File: config.mk
export PLATFORM = sky130hd
export DESIGN_NAME = texture_mip_chain_size
export DESIGN_NICKNAME = d
export VERILOG_FILES = /design/src/rtl/tmcs_pkg.sv /design/src/rtl/texture_mip_chain_size.sv
export SDC_FILE = /design/constraint.sdc
export NUM_CORES = 2
export LEC_CHECK = 0
export ABC_AREA = 1
export BUFFER_PORTS_ARGS = -buffer_cell sky130_fd_sc_hd__buf_2
export CAP_MARGIN = 30
export CORE_UTILIZATION = 40
export CTS_BUF_LIST = sky130_fd_sc_hd__clkbuf_4
export DETAILED_ROUTE_END_ITERATION = 12
export GPL_TIMING_DRIVEN = 0
export PLACE_DENSITY = 0.57
export SLEW_MARGIN = 20
export SYNTH_ARGS = -nofsm -noshare
export SYNTH_HDL_FRONTEND = slang
export SYNTH_SLANG_ARGS = --single-unit
export TNS_END_PERCENT = 50
File: constraint.sdc
create_clock -name clock -period 19.5 [get_ports clock]
set_input_delay 3.9 -clock clock [delete_from_list [all_inputs] [get_ports clock]]
set_output_delay 3.9 -clock clock [all_outputs]
set_load 0.05 [all_outputs]
File: src/rtl/tmcs_pkg.sv
// ---------------------------------------------------------------------------
// Texture mip chain size package
// Format table, limits and sequencer states shared by the size calculator.
// ---------------------------------------------------------------------------
package tmcs_pkg;

   localparam int FORMAT_COUNT   = 79;
   localparam int MAX_MIP_LEVELS = 15;

   localparam int CODE_W  = 7;
   localparam int EXT_W   = 15;
   localparam int LVL_W   = 4;
   localparam int LAYER_W = 12;
   localparam int SIZE_W  = 5;
   localparam int TOTAL_W = 64;
   localparam int MUL_W   = 32;

   localparam logic [CODE_W-1:0] FIRST_COMPRESSED = 7'd51;
   localparam logic [CODE_W-1:0] LAST_COMPRESSED  = 7'd78;
   localparam logic [CODE_W-1:0] ASTC8_FIRST      = 7'd69;
   localparam logic [CODE_W-1:0] ASTC8_LAST       = 7'd70;

   localparam logic [LVL_W-1:0] MAX_LEVELS = LVL_W'(MAX_MIP_LEVELS);

   // Bytes per pixel, or per block for the compressed codes.
   localparam logic [SIZE_W-1:0] UNIT_BYTES [FORMAT_COUNT] = '{
      5'd0,  5'd1,  5'd1,  5'd1,  5'd1,  5'd1,  5'd2,  5'd2,  5'd2,  5'd2,
      5'd2,  5'd2,  5'd2,  5'd2,  5'd2,  5'd4,  5'd4,  5'd4,  5'd4,  5'd4,
      5'd4,  5'd4,  5'd4,  5'd4,  5'd4,  5'd4,  5'd4,  5'd4,  5'd4,  5'd4,
      5'd4,  5'd4,  5'd4,  5'd8,  5'd8,  5'd8,  5'd8,  5'd8,  5'd8,  5'd8,
      5'd8,  5'd12, 5'd12, 5'd12, 5'd16, 5'd16, 5'd16, 5'd2,  5'd4,  5'd4,
      5'd5,
      5'd8,  5'd8,  5'd8,  5'd8,  5'd16, 5'd16, 5'd16, 5'd16, 5'd8,  5'd8,
      5'd16, 5'd16, 5'd16, 5'd16, 5'd16, 5'd16,
      5'd16, 5'd16, 5'd16, 5'd16,
      5'd8,  5'd8,  5'd16, 5'd16, 5'd8,  5'd8,  5'd16, 5'd16
   };

   typedef enum logic [2:0] {
      ST_IDLE,
      ST_SETUP,
      ST_LV_DL,
      ST_LV_XY,
      ST_LV_COST,
      ST_FINISH,
      ST_RESULT
   } state_type;

   function automatic logic [SIZE_W-1:0] unit_size(input logic [CODE_W-1:0] code);
      logic [SIZE_W-1:0] s;
      s = '0;
      if (int'(code) < FORMAT_COUNT) begin
         s = UNIT_BYTES[code];
      end
      return s;
   endfunction

   function automatic logic [EXT_W-1:0] halve_floor1(input logic [EXT_W-1:0] v);
      logic [EXT_W-1:0] h;
      h = v >> 1;
      if (h == '0) begin
         h = EXT_W'(1);
      end
      return h;
   endfunction

endpackage

File: src/rtl/texture_mip_chain_size.sv
// ---------------------------------------------------------------------------
// Texture mip chain size
// Sums the byte size of every mip level and array layer of one texture.
// ---------------------------------------------------------------------------
// A request passes through setup, then the level loop once per mip level
// (the level count is saturated to 15), then a final sum before the result
// is offered; a texture with a zero extent, zero layers, zero levels or an
// unknown format skips the level loop. A single 32x32 multiplier is shared
// by every product: once per request for the unit size times the layer
// count, then three times per level (depth times that, the block or pixel
// count, and the level cost). The block accepts no request until the
// result has been taken, and is ready again the cycle after.
module texture_mip_chain_size (
   input  logic                          clock,
   input  logic                          reset,
   input  logic                          req_valid,
   output logic                          req_ready,
   input  logic [tmcs_pkg::CODE_W-1:0]   req_format_code,
   input  logic [tmcs_pkg::EXT_W-1:0]    req_width,
   input  logic [tmcs_pkg::EXT_W-1:0]    req_height,
   input  logic [tmcs_pkg::EXT_W-1:0]    req_depth,
   input  logic [tmcs_pkg::LVL_W-1:0]    req_mip_levels,
   input  logic [tmcs_pkg::LAYER_W-1:0]  req_layer_count,
   output logic                          rsp_valid,
   input  logic                          rsp_ready,
   output logic [tmcs_pkg::TOTAL_W-1:0]  rsp_total_bytes
);
   import tmcs_pkg::*;

   localparam int SL_W = SIZE_W + LAYER_W;   // size * layers
   localparam int DL_W = EXT_W + SL_W;       // depth * size * layers
   localparam int XY_W = 2 * EXT_W;          // blocks or pixels in a level

   state_type state_ff, state_in;

   logic [EXT_W-1:0]   w_ff, h_ff, d_ff;
   logic [LVL_W-1:0]   levels_ff;
   logic [LAYER_W-1:0] layers_ff;
   logic [SIZE_W-1:0]  size_ff;
   logic               comp_ff;
   logic               big_blk_ff;
   logic [SL_W-1:0]    sl_ff;
   logic [DL_W-1:0]    dl_ff;
   logic [XY_W-1:0]    xy_ff;
   logic [TOTAL_W-1:0] prod_ff;
   logic [TOTAL_W-1:0] acc_ff;

   logic [MUL_W-1:0]   mul_a, mul_b;
   logic [TOTAL_W-1:0] mul_p;
   logic [EXT_W:0]     w_round, h_round;
   logic [EXT_W-1:0]   bx, by;
   logic               skip;
   logic               accept;

   assign accept = req_valid && req_ready;

   // Nothing to sum: any zero factor gives an empty chain.
   assign skip = (w_ff == '0) || (h_ff == '0) || (d_ff == '0) || (levels_ff == '0)
              || (layers_ff == '0) || (size_ff == '0);

   // Blocks across and down: round up to 4 or 8, or plain pixels.
   always_comb begin
      w_round = {1'b0, w_ff};
      h_round = {1'b0, h_ff};
      bx      = w_ff;
      by      = h_ff;
      if (comp_ff) begin
         if (big_blk_ff) begin
            w_round = {1'b0, w_ff} + (EXT_W+1)'(7);
            h_round = {1'b0, h_ff} + (EXT_W+1)'(7);
            bx      = EXT_W'(w_round >> 3);
            by      = EXT_W'(h_round >> 3);
         end else begin
            w_round = {1'b0, w_ff} + (EXT_W+1)'(3);
            h_round = {1'b0, h_ff} + (EXT_W+1)'(3);
            bx      = EXT_W'(w_round >> 2);
            by      = EXT_W'(h_round >> 2);
         end
      end
   end

   // Shared multiplier: select operands for the current step.
   always_comb begin
      mul_a = '0;
      mul_b = '0;
      case (state_ff)
         ST_SETUP: begin
            mul_a = MUL_W'(size_ff);
            mul_b = MUL_W'(layers_ff);
         end
         ST_LV_DL: begin
            mul_a = MUL_W'(d_ff);
            mul_b = MUL_W'(sl_ff);
         end
         ST_LV_XY: begin
            mul_a = MUL_W'(bx);
            mul_b = MUL_W'(by);
         end
         ST_LV_COST: begin
            mul_a = MUL_W'(xy_ff);
            mul_b = MUL_W'(dl_ff);
         end
         default: begin
            mul_a = '0;
            mul_b = '0;
         end
      endcase
   end

   assign mul_p = TOTAL_W'(mul_a) * TOTAL_W'(mul_b);

   // Sequencer: next state.
   always_comb begin
      state_in = state_ff;
      case (state_ff)
         ST_IDLE: begin
            if (accept) state_in = ST_SETUP;
         end
         ST_SETUP: begin
            state_in = skip ? ST_FINISH : ST_LV_DL;
         end
         ST_LV_DL: begin
            state_in = ST_LV_XY;
         end
         ST_LV_XY: begin
            state_in = ST_LV_COST;
         end
         ST_LV_COST: begin
            state_in = (levels_ff == LVL_W'(1)) ? ST_FINISH : ST_LV_DL;
         end
         ST_FINISH: begin
            state_in = ST_RESULT;
         end
         ST_RESULT: begin
            if (rsp_ready) state_in = ST_IDLE;
         end
         default: begin
            state_in = ST_IDLE;
         end
      endcase
   end

   // Sequencer: handshake outputs.
   always_comb begin
      req_ready = (state_ff == ST_IDLE);
      rsp_valid = (state_ff == ST_RESULT);
   end

   assign rsp_total_bytes = acc_ff;

   always_ff @(posedge clock) begin
      if (reset) begin
         state_ff <= ST_IDLE;
      end else begin
         state_ff <= state_in;
      end
   end

   // Datapath registers.
   always_ff @(posedge clock) begin
      case (state_ff)
         ST_IDLE: begin
            if (accept) begin
               w_ff       <= req_width;
               h_ff       <= req_height;
               d_ff       <= req_depth;
               levels_ff  <= (req_mip_levels > MAX_LEVELS) ? MAX_LEVELS : req_mip_levels;
               layers_ff  <= req_layer_count;
               size_ff    <= unit_size(req_format_code);
               comp_ff    <= (req_format_code >= FIRST_COMPRESSED)
                          && (req_format_code <= LAST_COMPRESSED);
               big_blk_ff <= (req_format_code >= ASTC8_FIRST)
                          && (req_format_code <= ASTC8_LAST);
               acc_ff     <= '0;
            end
         end
         ST_SETUP: begin
            sl_ff   <= SL_W'(mul_p);
            prod_ff <= '0;
         end
         ST_LV_DL: begin
            // Fold in the previous level's cost while the next one starts.
            dl_ff  <= DL_W'(mul_p);
            acc_ff <= acc_ff + prod_ff;
         end
         ST_LV_XY: begin
            xy_ff <= XY_W'(mul_p);
         end
         ST_LV_COST: begin
            prod_ff   <= mul_p;
            w_ff      <= halve_floor1(w_ff);
            h_ff      <= halve_floor1(h_ff);
            d_ff      <= halve_floor1(d_ff);
            levels_ff <= levels_ff - LVL_W'(1);
         end
         ST_FINISH: begin
            acc_ff <= acc_ff + prod_ff;
         end
         default: begin
            // Hold the result until it is taken.
         end
      endcase
   end

endmodule
# Word-level counts from Yosys, hierarchy flattened
# Memories as Yosys holds them, arrays and structs flattened. A register that Yosys moved wholly into a read port is not among the register bits.
# Cells that the tools add are included.
[classes]
reduce_logical = 27
n_bitwise = 1
order_cmp = 6
multipliers = 1
muxes = 26
n_eq_ne = 9
add_sub_neg = 6
[op_table]
columns = ["operator", "n"]
rows = [
  ["64-bit case mux with 2 select lines", 2],
  ["32-bit case mux with 4 select lines", 1],
  ["30-bit case mux with 4 select lines", 1],
  ["15-bit zero test", 6],
  ["15-bit case mux with 2 select lines", 3],
  ["15-bit 2-to-1 mux", 5],
  ["14-bit 2-to-1 mux", 5],
  ["64-bit adder", 1],
  ["32-bit by 32-bit multiplier with 64-bit output", 1],
  ["64-bit 2-to-1 mux", 1],
  ["15-bit by 2-bit adder with 16-bit output (second input constant)", 2],
  ["15-bit by 3-bit adder with 16-bit output (second input constant)", 2],
  ["3-bit case mux with 7 select lines", 1],
  ["7-bit <= comparator (second input constant)", 2],
  ["12-bit zero test", 1],
  ["3-bit 2-to-1 mux", 4],
  ["3-bit equality test (second input constant)", 3],
  ["4-bit 2-to-1 mux", 2],
  ["7-bit inverter with 8-bit output", 1],
  ["4-bit case mux with 2 select lines", 1],
  ["2-bit AND reduction", 4],
  ["7-bit by 6-bit >= comparator with 1-bit output (second input constant)", 1],
  ["7-bit >= comparator (second input constant)", 1],
  ["7-bit < comparator (second input constant)", 1],
  ["14 further kinds", 24],
]
[totals]
register_bits = 273
mem_count = 1
inputBits = 72
romBits = 640
elab_cells = 90
out_inout_bits = 66
[mem_list]
columns = ["memory", "depth", "width", "read_ports", "rd_ports_with_merged_regs", "write_ports", "line_no", "text"]
rows = [
  ["(no name shown)", 128, 5, 1, 1, 0, "tmcs_pkg.sv:53", "s = UNIT_BYTES[code];"],
]

# Depth between registers and ports, before layout
[logic_depth]
ltp_word = 8
depth_mapped = 44
depth_no_buf = 44

# Worst setup path after synthesis
# No wires, ideal clock.
[synth_timing]
kind = "in2reg"
start = "in req_valid"
end = "reg acc_ff[0], in the netlist rsp_total_bytes[0] (enable)"
required_time_ns = 18.926
cell_stages = 2
setup_time_ns = 0.574
n_path_buf = 0
t_arrival_ns = 8.458
slack_ns = 10.467
path_cell_list = "inv_1 o21ai_0"
[synth_between]
elab_chain_len = 3
[synth_rtl]
columns = ["element", "line_no", "text"]
rows = [
  ["from (decl)", "texture_mip_chain_size.sv:16", "input logic req_valid,"],
  ["1-bit logical AND", "texture_mip_chain_size.sv:55", "assign accept = req_valid && req_ready;"],
  ["2-bit by 1-bit inequality test with 1-bit output (no line)", "--", ""],
  ["2-bit AND reduction (no line)", "--", ""],
  ["to (signal assigned)", "texture_mip_chain_size.sv:184", "acc_ff <= acc_ff + prod_ff;"],
  ["to (signal assigned)", "texture_mip_chain_size.sv:197", "acc_ff <= acc_ff + prod_ff;"],
  ["to (decl)", "texture_mip_chain_size.sv:46", "logic [TOTAL_W-1:0] acc_ff;"],
]
# No other way between the ends.
# A chain may end at the register's enable or synchronous reset.

# Final worst setup path
[layout_timing]
start = "reg xy_ff[15]"
end = "reg prod_ff[28], data pin"
[layout_between]
elab_chain_len = 3
[layout_rtl]
columns = ["element", "line_no", "text"]
rows = [
  ["from (decl)", "texture_mip_chain_size.sv:44", "logic [XY_W-1:0] xy_ff;"],
  ["from (signal assigned)", "texture_mip_chain_size.sv:187", "xy_ff <= XY_W'(mul_p);"],
  ["30-bit case mux with 4 select lines", "texture_mip_chain_size.sv:86", "case (state_ff)"],
  ["32-bit by 32-bit multiplier with 64-bit output", "texture_mip_chain_size.sv:110", "assign mul_p = TOTAL_W'(mul_a) * TOTAL_W'(mul_b);"],
  ["named net mul_p[28]", "texture_mip_chain_size.sv:49", "logic [TOTAL_W-1:0] mul_p;"],
  ["64-bit case mux with 2 select lines", "texture_mip_chain_size.sv:161", "case (state_ff)"],
  ["to (signal assigned)", "texture_mip_chain_size.sv:190", "prod_ff <= mul_p;"],
  ["to (decl)", "texture_mip_chain_size.sv:45", "logic [TOTAL_W-1:0] prod_ff;"],
]
# The timed path passes the listed nets, and every way through them passes these cells.

==> summary.md <==
| Metric | Value |
|---|---|
| Via count | `about 45k` |
| Final setup fails | `0` |
| Synth Flop Type | `edfxtp_1` |
| DR iter-0 viols | `4287` |
| Io pins | `around 140` |
| Initial antenna violation count | `7` |
| Largest stage delay on the critical path | `about 0.82 ns` |
| Global-route wire length before repair | `288000 um` |
| Syn Area/Cell | `7.49 um2` |
| Post-Synthesis Cells | `6868` |
| Pleak | `between 30 and 40 nW` |
| Commonest non-fill, non-tap cell in the layout | `nand2_1` |
| Max Freq | `0.102 GHz` |
| Most frequent cells in the layout | `nand2_1, inv_1, fa_1, nor2_1, ha_1` |
| Area grow syn2layout | `7.72%` |
| Status | `finished clean` |
| Most used cell, CP | `fa_1` |
| Max transition margin | `between 20% and 30%` |
| TritonCTS Buffers | `78` |
| Core area | `128000 um2` |
| Die area | `between 100000 and 150000 um2` |
| H-tree depth | `3` |
| Buf/Inv on CP | `9` |
| Number of vias per cell | `~5.1` |
| CTS tree | `yes` |
| Routed WL | `approximately 190000 um` |
| CTS root buf | `clkbuf_4` |
| Synth Area in Compound Gates | `between 5 and 6%` |
| CTS clk-pin slew, worst paths | `0.07 ns` |
| Final Slew Violations | `0` |
| Netlist Area Pre-Place | `between 50000 and 60000 um2` |
| Post-route DRC violation count | `0` |
| Syn Nets | `8109` |
| Crit end category | `register` |
| Gpl congestion | `around 1.0` |
| CTS max path bufs | `3` |
| Max Cap Violations | `0` |
| Required time worst endpoint | `roughly 20 ns` |
| XOR/XNOR share of the synthesized area | `less than 1%` |
| CTS Hold Bufs | `0` |
| Slowest-stage cell, CP | `nor2_1` |
| Worst hold path class | `reg2reg` |
| Hold_ws | `just over 0.6 ns` |
| Global Route Usage Sum | `29.9%` |
| Post-synth ARST share | `0%` |
| Die Span X | `about 360 um` |
| Sequential fraction of the synthesis area | `between 10% and 20%` |
| Final Skew | `0.0935 ns` |
| Antenna-violating nets left | `0` |
| Nets | `about 8.3k` |
| Largest net degree at the start of global routing | `just under 60` |
| # port buffers | `approximately 140` |
| Vias in the first global route | `45.0k` |
| Placed cell areas | `54400 um2` |
| Simple-Gate Fraction of Synth Area | `around 23%` |
| RSZ-0062 raised after global routing | `false` |
| Worst Path Arrival | `between 10 and 15 ns` |
| Top delay family on crit path | `adder cells` |
| Congestion Overflow GR | `0` |
| Non-filler cells, final | `roughly 9k` |
| Starting Density | `approximately two fifths` |
| Post-CTS Setup Bufs | `0` |
| Worst skew pair latency | `approximately 0.94 ns` |
| Setup TNS | `0 ns` |
| Adder-Cell Fraction of Synth Area | `between 40% and 50%` |
| Final period util | `between 50 and 60%` |
| Largest family of logic cells by synthesized area | `adder cells` |
| Yosys warnings | `0` |
| CP Class | `reg2reg` |
| Post-route cell area | `around 55000 um2` |
| Crit path max fanout | `10` |
| Yosys cell types | `53` |
| VDD IR-drop max | `approximately 0.045 mV` |
| Final Hold Viols | `0` |
| Clock sinks | `~280` |
| Placed insts | `between 8k and 9k` |
| Post-CTS sizing | `0` |
| Layout cell share with drive strength beyond 1 | `6.28%` |
| Die Ht | `361 um` |
| Startpoint types | `register` |
| FP Rows | `~130` |
| Dpl hpwl | `roughly 160000 um` |
| DR WL/cell | `around 22 um` |
| #FFs+latches synth | `roughly 280` |
| First-pass DRT Iterations | `6` |
| Post-synth EDFFs | `around 280` |
| Pwr Density | `about 64 nW/um2` |
| Mux cell area share after synthesis | `0%` |
| Worst slew pin tran | `1.14 ns` |
| Fin crit period | `between 9 and 10 ns` |
[metrics by stage]
step	total power, mW	setup WS, ns	utilization, %
final	3.53	9.70	43.5
after global routing	3.75	9.52	43.5
after CTS	3.52	9.95	43.4
after detailed placement	2.94	10.07	42.7
after global placement	2.93	7.06	42.5
after floorplan	2.17	10.47	-
[kinds of logic after synthesis]
kind of cell	Yosys count
and+or+nand+nor	2963
buffers and inverters	1948
adders and majority gates	1169
AOI/OAI and AO/OA	477
DFF	278
xor gates and xnor gates	33
[worst min-delay path, cell delays in order (launching register included)]
cell and delay, ns:
edfxtp_1 0.34, inv_1 0.07, o21ai_0 0.16
[cells in the mapped netlist (20+ instances only)]
cell,instances,area share [%]
clkbuf_1,74,0.54
nor2_1,675,4.9
a21oi_1,294,2.9
xnor2_1,25,0.43
nand2_2,21,0.26
buf_2,71,0.69
nand3_1,187,1.8
nor3_1,26,0.25
ha_1,330,8.0
nand2_1,1958,14
inv_1,1729,13
nor4_1,20,0.24
nand4_1,34,0.41
edfxtp_1,275,16
o21ai_0,116,1.1
fa_1,839,33
[metal layers]
metal,vias to the layer above,global-route usage [%],share of wire (%)
met5,-,0,0.018
met4,6,9.71,3.5
met3,329,6.01,9.0
met2,2035,46.5,44
met1,22100,41.6,43
li1,20800,-,-
[power by group]
part | switching [mW] | leakage [nW] | total, mW | internal (mW)
Clock | 0.287 | 0.590 | 0.567 | 0.280
Combinational | 1.50 | 27.0 | 2.04 | 0.542
Sequential | 0.0931 | 2.68 | 0.925 | 0.832
[state kept, by name (all words and copies together), names as in the netlist, 4 cells and up]
signal / count
rsp_total_bytes: 64
size_ff: 5
levels_ff: 4
layers_ff: 12
d_ff: 15
sl_ff: 17
w_ff: 15
h_ff: 15
xy_ff: 30
dl_ff: 32
prod_ff: 64
[area by class of cell]
| class | instances | area (um2) |
|---|---|---|
| clock inverters | 21 | 128 |
| flip-flops and latches | 278 | 8320 |
| multi-input cells | 4642 | 35600 |
| plain buffers | 182 | 911 |
| clock buffers | 113 | 848 |
| fillers | 13300 | 72100 |
| diodes | 9 | 22.5 |
| inverters | 1766 | 6630 |
| well taps | 1662 | 2080 |
| repair buffers | 146 | 872 |
[final timing paths]
path | endpoint | depth (start not counted) | slack, ns | startpoint
setup / recovery | prod_ff[28] | 27 | 9.70 | xy_ff[15]
hold / removal | d_ff[10] | 2 | 0.61 | d_ff[11]
setup reg to reg | prod_ff[28] | 27 | 9.70 | xy_ff[15]
hold reg to reg | d_ff[10] | 2 | 0.61 | d_ff[11]
Note: power is estimated with default switching activity, not from simulation.
